===== src/rtl/core/u8cp_pkg.sv =====
package u8cp_pkg;

  localparam int unsigned MAX_LEN_DEF = 64;

  localparam logic [7:0] CHAR_QMARK = 8'h3F;

  localparam logic [15:0] HIGH_MAP [32] = '{
    16'h20AC, 16'h0081, 16'h201A, 16'h0192, 16'h201E, 16'h2026, 16'h2020, 16'h2021,
    16'h02C6, 16'h2030, 16'h0160, 16'h2039, 16'h0152, 16'h008D, 16'h017D, 16'h008F,
    16'h0090, 16'h2018, 16'h2019, 16'h201C, 16'h201D, 16'h2022, 16'h2013, 16'h2014,
    16'h02DC, 16'h2122, 16'h0161, 16'h203A, 16'h0153, 16'h009D, 16'h017E, 16'h0178
  };

  typedef struct packed {
    logic [7:0] byte_in;
    logic       has_byte;
    logic       is_last;
  } in_t;

  typedef struct packed {
    logic [7:0] out_byte;
    logic       last_out;
    logic       fell_back;
    logic       overflowed;
  } out_t;

  typedef struct packed {
    logic load;
    logic fetch;
    logic advance;
    logic clear;
  } cmd_t;

  typedef struct packed {
    logic in_last;
    logic run_empty;
    logic at_end;
  } sts_t;

  function automatic logic [7:0] map_code(input logic [20:0] cp);
    logic [7:0] res;
    res = CHAR_QMARK;
    if (cp < 21'h80 || (cp >= 21'hA0 && cp <= 21'hFF)) begin
      res = cp[7:0];
    end else begin
      for (int k = 0; k < 32; k++) begin
        if (cp == {5'd0, HIGH_MAP[k]}) begin
          res = 8'(32'h80 + k);
        end
      end
    end
    return res;
  endfunction

endpackage


===== src/rtl/core/u8cp_ctrl.sv =====
module u8cp_ctrl (
  input  logic            clk_i,
  input  logic            rst_ni,
  input  logic            in_valid_i,
  output logic            in_stall_o,
  output logic            out_valid_o,
  input  logic            out_stall_i,
  input  u8cp_pkg::sts_t  sts_i,
  output u8cp_pkg::cmd_t  cmd_o
);

  typedef enum logic [2:0] {
    ST_LOAD  = 3'b001,
    ST_FETCH = 3'b010,
    ST_SHOW  = 3'b100
  } state_e;

  state_e state_q, state_d;
  logic   in_acc, out_acc;

  assign in_stall_o  = (state_q != ST_LOAD);
  assign out_valid_o = (state_q == ST_SHOW);
  assign in_acc      = in_valid_i && (state_q == ST_LOAD);
  assign out_acc     = out_valid_o && !out_stall_i;

  always_comb begin
    state_d       = state_q;
    cmd_o         = '0;
    cmd_o.load    = in_acc;
    cmd_o.fetch   = (state_q == ST_FETCH);
    case (state_q)
      ST_LOAD: begin
        if (in_acc && sts_i.in_last) begin
          if (sts_i.run_empty) begin
            cmd_o.clear = 1'b1;
          end else begin
            state_d = ST_FETCH;
          end
        end
      end
      ST_FETCH: begin
        state_d = ST_SHOW;
      end
      ST_SHOW: begin
        if (out_acc) begin
          if (sts_i.at_end) begin
            cmd_o.clear = 1'b1;
            state_d     = ST_LOAD;
          end else begin
            cmd_o.advance = 1'b1;
            state_d       = ST_FETCH;
          end
        end
      end
      default: begin
        state_d = ST_LOAD;
      end
    endcase
  end

  always_ff @(posedge clk_i or negedge rst_ni) begin
    if (!rst_ni) begin
      state_q <= ST_LOAD;
    end else begin
      state_q <= state_d;
    end
  end

  a_no_load_during_run: assert property (@(posedge clk_i) disable iff (!rst_ni)
    (state_q != ST_LOAD) |-> !cmd_o.load)
    else $error("load issued during run");

  a_clear_ends_run: assert property (@(posedge clk_i) disable iff (!rst_ni)
    (cmd_o.clear && state_q == ST_SHOW) |=> (state_q == ST_LOAD))
    else $error("run did not end after clear");

  a_show_after_fetch: assert property (@(posedge clk_i) disable iff (!rst_ni)
    (state_q == ST_FETCH) |=> (state_q == ST_SHOW))
    else $error("fetch not followed by show");

endmodule


===== src/rtl/core/u8cp_dp.sv =====
module u8cp_dp #(
  parameter int unsigned MaxLen = u8cp_pkg::MAX_LEN_DEF
) (
  input  logic            clk_i,
  input  logic            rst_ni,
  input  u8cp_pkg::cmd_t  cmd_i,
  output u8cp_pkg::sts_t  sts_o,
  input  u8cp_pkg::in_t   in_data_i,
  output u8cp_pkg::out_t  out_data_o
);

  localparam int unsigned CntW = $clog2(MaxLen + 1);
  localparam int unsigned IdxW = $clog2(MaxLen);

  logic [7:0] raw_mem  [MaxLen];
  logic [7:0] conv_mem [MaxLen];

  logic [CntW-1:0] raw_cnt_q, raw_cnt_d, conv_cnt_q, conv_cnt_d, run_len;
  logic [20:0]     pc_q, pc_d, pc_next;
  logic [1:0]      pend_q, pend_d;
  logic            err_q, err_d, ov_q, ov_d;
  logic [IdxW-1:0] rd_idx_q, rd_idx_d;
  logic [7:0]      raw_rd_q, conv_rd_q, in_byte, conv_val;
  logic            store_en, conv_push, conv_we, fin_err;

  assign in_byte = in_data_i.byte_in;
  assign pc_next = {pc_q[14:0], in_byte[5:0]};

  always_comb begin
    raw_cnt_d  = raw_cnt_q;
    conv_cnt_d = conv_cnt_q;
    pc_d       = pc_q;
    pend_d     = pend_q;
    err_d      = err_q;
    ov_d       = ov_q;
    rd_idx_d   = rd_idx_q;
    conv_push  = 1'b0;
    conv_val   = in_byte;
    store_en   = cmd_i.load && in_data_i.has_byte && (raw_cnt_q < CntW'(MaxLen));

    if (cmd_i.load && in_data_i.has_byte && !store_en) begin
      ov_d = 1'b1;
    end

    if (store_en) begin
      raw_cnt_d = raw_cnt_q + CntW'(1);
      if (!err_q) begin
        if (pend_q == 2'd0) begin
          if (!in_byte[7]) begin
            conv_push = 1'b1;
          end else if (in_byte[7:5] == 3'b110) begin
            pc_d   = 21'(in_byte[4:0]);
            pend_d = 2'd1;
          end else if (in_byte[7:4] == 4'b1110) begin
            pc_d   = 21'(in_byte[3:0]);
            pend_d = 2'd2;
          end else if (in_byte[7:3] == 5'b11110) begin
            pc_d   = 21'(in_byte[2:0]);
            pend_d = 2'd3;
          end else begin
            err_d = 1'b1;
          end
        end else if (in_byte[7:6] != 2'b10) begin
          err_d = 1'b1;
        end else begin
          pc_d   = pc_next;
          pend_d = pend_q - 2'd1;
          if (pend_q == 2'd1) begin
            conv_push = 1'b1;
            conv_val  = u8cp_pkg::map_code(pc_next);
          end
        end
      end
    end

    conv_we = conv_push && (conv_cnt_q < CntW'(MaxLen));
    if (conv_we) begin
      conv_cnt_d = conv_cnt_q + CntW'(1);
    end

    fin_err = err_d || (pend_d != 2'd0);
    if (cmd_i.load && in_data_i.is_last) begin
      err_d = fin_err;
    end

    if (cmd_i.advance) begin
      rd_idx_d = rd_idx_q + IdxW'(1);
    end

    if (cmd_i.clear) begin
      raw_cnt_d  = '0;
      conv_cnt_d = '0;
      pc_d       = '0;
      pend_d     = '0;
      err_d      = 1'b0;
      ov_d       = 1'b0;
      rd_idx_d   = '0;
    end
  end

  assign run_len          = err_q ? raw_cnt_q : conv_cnt_q;
  assign sts_o.in_last    = in_data_i.is_last;
  assign sts_o.run_empty  = fin_err ? ((raw_cnt_q == '0) && !store_en)
                                    : ((conv_cnt_q == '0) && !conv_we);
  assign sts_o.at_end     = ((CntW'(rd_idx_q) + CntW'(1)) == run_len);

  assign out_data_o.out_byte   = err_q ? raw_rd_q : conv_rd_q;
  assign out_data_o.last_out   = sts_o.at_end;
  assign out_data_o.fell_back  = err_q;
  assign out_data_o.overflowed = ov_q;

  always_ff @(posedge clk_i or negedge rst_ni) begin
    if (!rst_ni) begin
      raw_cnt_q  <= '0;
      conv_cnt_q <= '0;
      pc_q       <= '0;
      pend_q     <= '0;
      err_q      <= 1'b0;
      ov_q       <= 1'b0;
      rd_idx_q   <= '0;
    end else begin
      raw_cnt_q  <= raw_cnt_d;
      conv_cnt_q <= conv_cnt_d;
      pc_q       <= pc_d;
      pend_q     <= pend_d;
      err_q      <= err_d;
      ov_q       <= ov_d;
      rd_idx_q   <= rd_idx_d;
    end
  end

  always_ff @(posedge clk_i) begin
    if (store_en) begin
      raw_mem[raw_cnt_q[IdxW-1:0]] <= in_byte;
    end
    if (cmd_i.fetch) begin
      raw_rd_q <= raw_mem[rd_idx_q];
    end
  end

  always_ff @(posedge clk_i) begin
    if (conv_we) begin
      conv_mem[conv_cnt_q[IdxW-1:0]] <= conv_val;
    end
    if (cmd_i.fetch) begin
      conv_rd_q <= conv_mem[rd_idx_q];
    end
  end

  a_conv_le_raw: assert property (@(posedge clk_i) disable iff (!rst_ni)
    conv_cnt_q <= raw_cnt_q)
    else $error("converted count exceeds raw count");

  a_raw_bound: assert property (@(posedge clk_i) disable iff (!rst_ni)
    raw_cnt_q <= CntW'(MaxLen))
    else $error("raw count beyond buffer");

  a_fetch_in_run: assert property (@(posedge clk_i) disable iff (!rst_ni)
    cmd_i.fetch |-> (CntW'(rd_idx_q) < run_len))
    else $error("fetch beyond run length");

endmodule


===== src/rtl/core/utf8_to_cp1252_converter.sv =====
// UTF-8 to CP1252 string converter. Bytes of a string enter one per cycle
// while no result run is in progress and are decoded as they arrive; both the
// raw bytes and the converted bytes are kept in MAX_LEN-entry buffers, and
// bytes past MAX_LEN are dropped with the overflow flag set. The request that
// carries the last mark starts the result run, during which the input is
// stalled: each result is read from its buffer into a register in the fetch
// state and then presented in the show state, where it is held while the
// output stalls. A string with nothing stored yields no results and the
// block is ready again on the next cycle. No clearing pass follows reset.
module utf8_to_cp1252_converter #(
  parameter int unsigned MAX_LEN = u8cp_pkg::MAX_LEN_DEF
) (
  input  logic           clk_i,
  input  logic           rst_ni,
  input  logic           in_valid_i,
  output logic           in_stall_o,
  input  u8cp_pkg::in_t  in_data_i,
  output logic           out_valid_o,
  input  logic           out_stall_i,
  output u8cp_pkg::out_t out_data_o
);

  u8cp_pkg::cmd_t cmd;
  u8cp_pkg::sts_t sts;

  u8cp_ctrl u_ctrl (
    .clk_i       (clk_i),
    .rst_ni      (rst_ni),
    .in_valid_i  (in_valid_i),
    .in_stall_o  (in_stall_o),
    .out_valid_o (out_valid_o),
    .out_stall_i (out_stall_i),
    .sts_i       (sts),
    .cmd_o       (cmd)
  );

  u8cp_dp #(
    .MaxLen (MAX_LEN)
  ) u_dp (
    .clk_i      (clk_i),
    .rst_ni     (rst_ni),
    .cmd_i      (cmd),
    .sts_o      (sts),
    .in_data_i  (in_data_i),
    .out_data_o (out_data_o)
  );

endmodule


===== config.mk =====
export PLATFORM = sky130hd
export DESIGN_NAME = utf8_to_cp1252_converter
export DESIGN_NICKNAME = d
export VERILOG_FILES = /design/src/rtl/core/u8cp_pkg.sv /design/src/rtl/core/u8cp_ctrl.sv /design/src/rtl/core/u8cp_dp.sv /design/src/rtl/core/utf8_to_cp1252_converter.sv
export SDC_FILE = /design/constraint.sdc
export NUM_CORES = 1
export LEC_CHECK = 0
export CELL_PAD_IN_SITES_DETAIL_PLACEMENT = 0
export CELL_PAD_IN_SITES_GLOBAL_PLACEMENT = 1
export CORE_MARGIN = 5
export CORE_UTILIZATION = 55
export CTS_CLUSTER_DIAMETER = 150
export DETAILED_ROUTE_END_ITERATION = 8
export DONT_BUFFER_PORTS = 1
export GPL_ROUTABILITY_DRIVEN = 0
export GPL_TIMING_DRIVEN = 1
export PLACE_DENSITY_LB_ADDON = 0.1
export SLEW_MARGIN = 20
export SYNTH_ARGS = -nofsm -noshare
export SYNTH_HDL_FRONTEND = slang
export SYNTH_SLANG_ARGS = --single-unit

===== constraint.sdc =====
create_clock -name clk_i -period 7 [get_ports clk_i]
set_input_delay 0.7 -clock clk_i [delete_from_list [all_inputs] [get_ports clk_i]]
set_output_delay 0.7 -clock clk_i [all_outputs]
set_load 0.02 [all_outputs]

* Word-level counts from Yosys, hierarchy flattened
Memory sizes are Yosys's and may differ from the RTL's. A register that Yosys moved wholly into a read port is not among the register bits.
Index checks and enable logic that the tools add are counted.
** Word-level totals
- Flip-flop bits (word level) :: 42
- RAM bits :: 1024
- Input port bits :: 14
- Output and inout port bits :: 13
- Logic and storage cells :: 193
- Memories :: 2
** Memories
- u_dp.conv_mem :: depth 64, bits a word 8, read ports 1, clocked after Yosys merged registers in 1, wr ports 1, line u8cp_dp.sv:16 : logic [7:0] conv_mem [MaxLen];
- u_dp.raw_mem :: depth 64, bits a word 8, read ports 1, clocked after Yosys merged registers in 1, wr ports 1, line u8cp_dp.sv:15 : logic [7:0] raw_mem [MaxLen];
** Operators by class
- Add/subtract/negate cells :: 5
- Magnitude comparators :: 5
- Equal/unequal tests :: 49
- Multiplexer cells :: 99
- Reductions and logical operators :: 25
** Operators with widths (number)
- equality test 21 x 14 -> 1 bit (second input constant) :: 17
- 2-to-1 mux 8 bit :: 39
- equality test 21 x 9 -> 1 bit (second input constant) :: 8
- 2-to-1 mux 15 bit :: 9
- equality test 21 x 8 -> 1 bit (second input constant) :: 5
- equality test 21 x 10 -> 1 bit (second input constant) :: 2
- 2-to-1 mux 7 bit :: 5
- 2-to-1 mux 1 bit :: 28
- 2-to-1 mux 2 bit :: 11
- greater-or-equal comparator 21 x 8 -> 1 bit (second input constant) :: 1
- less-or-equal comparator 21 x 8 -> 1 bit (second input constant) :: 1
- less-than comparator 21 x 8 -> 1 bit (second input constant) :: 1
- adder 7 x 1 -> 7 bit (second input constant) :: 2
- zero test 7 bit :: 2
- less-than comparator 7 bit (second input constant) :: 2
- 2-to-1 mux 6 bit :: 2
- logical AND 1 bit :: 10
- != test 2 bit (second input constant) :: 5
- nonzero test 2 bit :: 5
- 2-to-1 mux 3 bit :: 3
- case mux 3 bit (3 select lines) :: 1
- adder 6 x 1 -> 7 bit (second input constant) :: 1
- equality test 7 bit :: 1
- adder 6 x 1 -> 6 bit (second input constant) :: 1
- 17 further kinds :: 21

* Logic depth before layout (Yosys ltp)
- Depth after elaboration :: 39
- Depth in mapped cells :: 11
- Gate-level depth less buffers :: 9

* Modules after synthesis
From an unflattened synthesis, not the netlist that was laid out.
** Unflattened totals
- Cell total of the unflattened synthesis :: 2283
- Area, all modules :: 43757.0 µm²
** Modules (own cells, without submodules)
- u8cp_dp :: times used 1, cells each 2263, area an instance 43558.0 µm²
- u8cp_ctrl :: times used 1, cells each 20, area an instance 198.9 µm²

* Least setup slack after synthesis
OpenSTA, ideal clock, no wires.
- Path kind :: in2reg
- From :: in in_data_i[2] in the netlist's numbering
- To :: mem u_dp.conv_mem[0][3] (data pin)
- Library setup time :: 719 ps
- Arrival :: 4715 ps
- Path slack :: 1565 ps
- Stages :: 7
- Buffers on the path :: 1
- Cell sequence :: clkbuf_1 -> nor2b_1 -> nand4_1 -> nor3_1 -> a2111oi_0 -> o211ai_1 -> o31ai_1
** Between the ends
- Longest elaborated chain between the ends :: 39
- Elaborated cells between the ends (all ways) :: 75
- Those cells by class :: 3 x order compare; 32 x eq/ne; 38 x mux; 2 x reduce/logical
** RTL lines
- start, declared :: line utf8_to_cp1252_converter.sv:17 : input u8cp_pkg::in_t in_data_i,
- equality test 21 x 14 -> 1 bit :: line u8cp_pkg.sv:47 : if (cp == {5'd0, HIGH_MAP[k]}) begin
- 2-to-1 mux 8 bit (32 in a row) :: line u8cp_pkg.sv:47
- 2-to-1 mux 8 bit * :: line u8cp_pkg.sv:43 : if (cp < 21'h80 || (cp >= 21'hA0 && cp <= 21'hFF)) begin
- 2-to-1 mux 8 bit * :: line u8cp_dp.sv:68 : if (pend_q == 2'd1) begin
- 2-to-1 mux 8 bit * :: line u8cp_dp.sv:63 : end else if (in_byte[7:6] != 2'b10) begin
- 2-to-1 mux 8 bit * :: line u8cp_dp.sv:48 : if (pend_q == 2'd0) begin
- 2-to-1 mux 8 bit * :: line u8cp_dp.sv:47 : if (!err_q) begin
- 2-to-1 mux 8 bit * :: line u8cp_dp.sv:45 : if (store_en) begin
- net u_dp.conv_val[3] :: line u8cp_dp.sv:23 : logic [7:0] raw_rd_q, conv_rd_q, in_byte, conv_val;
- end, declared :: line u8cp_dp.sv:16
Mark *: on every way through the listed nets, which the timed path passes. The rest lies on a longest branch.

==> results.yml <==
logic_synthesis:
  ys_ff_latch: 1082
  ys.flop_type: "edfxtp_1"
  synth-edff-count: 1040
  netlist_instances: 2597
  ys_seq_area_share_pct: 72.86
  synth_nets: 2618
  syn_avg_cell_area_um2: 17.06
  synthesis.area_um2: 44310
  yosysUniqueCellTypes: 72
  yosys_warnings: 0
  synthArstFlopShare_pct: 3.882
routing:
  wl_mm: 106.5
  post-route-drc-count: 0
  route.vias.total: 23655
  ant_nets: 0
  drtIter0Drc: 2244
  via_per_inst: 6.342
  wire_per_inst_um: 28.55
  dr.pass1.iters: 6
hold_path:
  hold_start: "in_data_i[5]"
  hold_class: "in2reg"
clocking:
  post_cts_resized: 0
  numCtsBuffers: 105
  cts-root-buf: "clkbuf_16"
  htreeDepth: 3
  clock_sinks: 1082
  post-cts-setup-buffers: 0
  clk-insertion-delay-late_ps: 670
  clock_path_buffers: 3
  cts_tree: "built"
  clkTransAtPathRegs_ps: 60
timing:
  hold_violations: 0
  rsz0062_at_grt: "false"
  min_period_ps: 4505
  worst_pin_slew_ps: 1152
  finalSetupViolations: 0
  fin_crit_sh_pct: 64.35
  relSlewSlack_pct: 22.90
  skew_ps: 25.77
  tns_ps: 0
  slew_violations: 0
  fmax_ghz: 0.2220
global_routing:
  track_usage_pct: 24.68
  grt_overflow: 0
  grt_antenna_before_repair: 4
  grt_max_degree: 121
  grt_pass1_wl_mm: 158.3
  grt_pass1_vias: 23475
floorplanning:
  initial_core_util_pct: 55.28
  die_y_um: 293.8
  fp-row-count: 104
  pin_count: 27
  fp.coreArea_um2: 80160
  die_x_um: 293.8
  die-area_um2: 86340
worst_setup_path:
  crit_fanout: 50
  cp-startpoint: "u_dp.rd_idx_q[1]"
  crit_path_start_kind: "register"
  rr_worst_depth: 7
  r2r_end: "u_dp.conv_mem[21][6]"
  cp-end-kind: "primary output"
  crit_type: "reg2out"
  r2r_setup_slack_ps: 2710
  rr_startpoint: "u_dp.pend_q[0]"
  endpoint: "out_data_o[2]"
  required_ps: 6300
  worstPathArrival_ps: 3800
pwr:
  vdd_drop_max_uv: 342.5
  power.total_mw: 15.50
  powerDensity_nw_per_um2: 317.0
  power.leakage_nw: 14.63
job:
  max_cap_violations: 0
layout:
  syn2layout_area_growth_pct: 10.37
  seq_area_um2: 32290
  multi_input_area_um2: 11360
  final_nets: 2601
  fillers: 5826
  drive_gt1_share_pct: 17.13
run_status:
  status: "finished clean"
place:
  dp_hpwl_mm: 63.31
  port_buffers: 0
-- worst max-delay path: stages (launching register included) --
cell	delay [ps]
dfrtp_4	670
buf_4	680
ha_1	330
nand3_1	200
nor4_1	320
o21ai_0	130
a211oi_2	400
nand2_2	210
inv_1	210
-- synth_stat cells (5+ instances only) --
library cell  count  area, µm²
edfxtp_1       1040      31230
mux2i_1         201       2012
nor2_1          186      698.2
a21oi_1         161      805.8
mux4_2          144       3243
nand2_1         117      439.2
o21ai_0          78      390.4
clkbuf_1         77      289.0
mux2_2           72      810.8
o22ai_1          66      412.9
o221ai_1         64      560.5
buf_2            52      260.3
dfrtp_1          41       1026
nand3_1          24      120.1
buf_1            22      82.58
nand4_1          20      125.1
nor4_1           17      106.4
nor3_1           16      80.08
xnor2_1          16      140.1
nor2b_1          13      81.33
nor3b_1          13      97.59
inv_1            12      45.04
nor2_2           11      68.82
nand2b_1          9      56.30
xor2_1            9      78.83
a211oi_1          8      60.06
and2_1            8      50.05
ha_1              7      87.58
o211ai_1          5      37.54
or2_2             5      31.28
or3b_2            5      43.79
-- logic make-up after synthesis --
| family | after synthesis | synth area share, % |
|---|---|---|
| flip-flops | 1082 | 72.86 |
| XOR/XNOR | 25 | 0.4942 |
| AO/OA/AOI/OAI | 415 | 5.789 |
| multiplexers | 418 | 13.72 |
| adder cells (fa/ha/maj) | 7 | 0.1977 |
| buffers and inverters | 171 | 1.714 |
| AND/OR/NAND/NOR | 479 | 5.224 |
-- registers in the layout, indices dropped and copies added, names as in the netlist --
signal,cells
u_dp.conv_mem,512
u_dp.raw_mem,512
u_dp.pc_q,15
u_dp.conv_rd_q,8
u_dp.raw_rd_q,8
u_dp.conv_cnt_q,7
u_dp.raw_cnt_q,7
u_dp.rd_idx_q,6
u_ctrl.state_q,3
u_dp.pend_q,2
u_dp.err_q,1
u_dp.ov_q,1
-- worst min path at each step --
stage	end	depth (start not counted)
global route	u_dp.raw_mem[50][3]	0
detailed placement	u_dp.rd_idx_q[1]	0
global placement	u_dp.rd_idx_q[0]	0
CTS	u_dp.raw_mem[51][3]	0
finish	u_dp.raw_mem[51][3]	0
floorplan	u_ctrl.state_q[1]	0
-- through the flow --
step	instances	utilization, %	hold WS (ps)	setup slack [ps]	area, µm²
final	3730	61.01	141.8	2495	48900
after global routing	3728	61.00	113.7	2200	48900
after CTS	3727	60.99	102.5	2442	48890
after detailed placement	3530	56.52	405.9	2652	45310
after global placement	3530	56.52	405.9	2793	45300
after floorplan	2597	-	404.4	1565	44310
-- placed cells by master (no fill, tap or decap), types with 19 or more instances in the layout --
master     synthesis  layout
clkbuf_16          0     106
buf_4              3      29
nor2_1           186     185
mux2i_1          201     201
mux2_2            72      72
nand4_1           20      20
nand2_1          117     116
o21ai_0           78      75
nand3_1           24      24
dfrtp_1           41      37
mux4_2           144     144
clkinv_1           0      24
edfxtp_1        1040    1040
a21oi_1          161     159
clkinv_2           0      19
o22ai_1           66      66
o221ai_1          64      64
-- layout make-up --
type / count / share of cell area, %
Sequential cell: 1082 / 66.04
Multi-Input combinational cell: 1344 / 23.24
Clock buffer: 123 / 5.554
Tap cell: 1060 / 2.712
Clock inverter: 72 / 1.689
Timing Repair Buffer: 35 / 0.6678
Inverter: 12 / 0.09210
Antenna cell: 2 / 0.01023
-- routing by layer --
layer / global-route usage, % / part of all wire, % / vias to the layer above
li1: - / - / 10354
met1: 36.59 / 43 / 12219
met2: 38.91 / 47 / 952
met3: 5.057 / 7.6 / 130
met4: 5.125 / 1.8 / 0
met5: 0 / 0 / -
-- timing repair --
| item | 4_1_cts | 5_1_grt |
|---|---|---|
| hold endpoints to repair | 42 | 0 |
| hold buffers | 2 | 0 |
| setup endpoints to repair | 0 | 0 |
-- report_power, final --
part	switching (mW)	internal (mW)	total, mW
registers	0.136	7.18	7.32
logic	1.32	1.07	2.40
clock network	2.38	3.40	5.79
total	3.84	11.7	15.5
No activity file was read; power rests on OpenSTA's default activity.
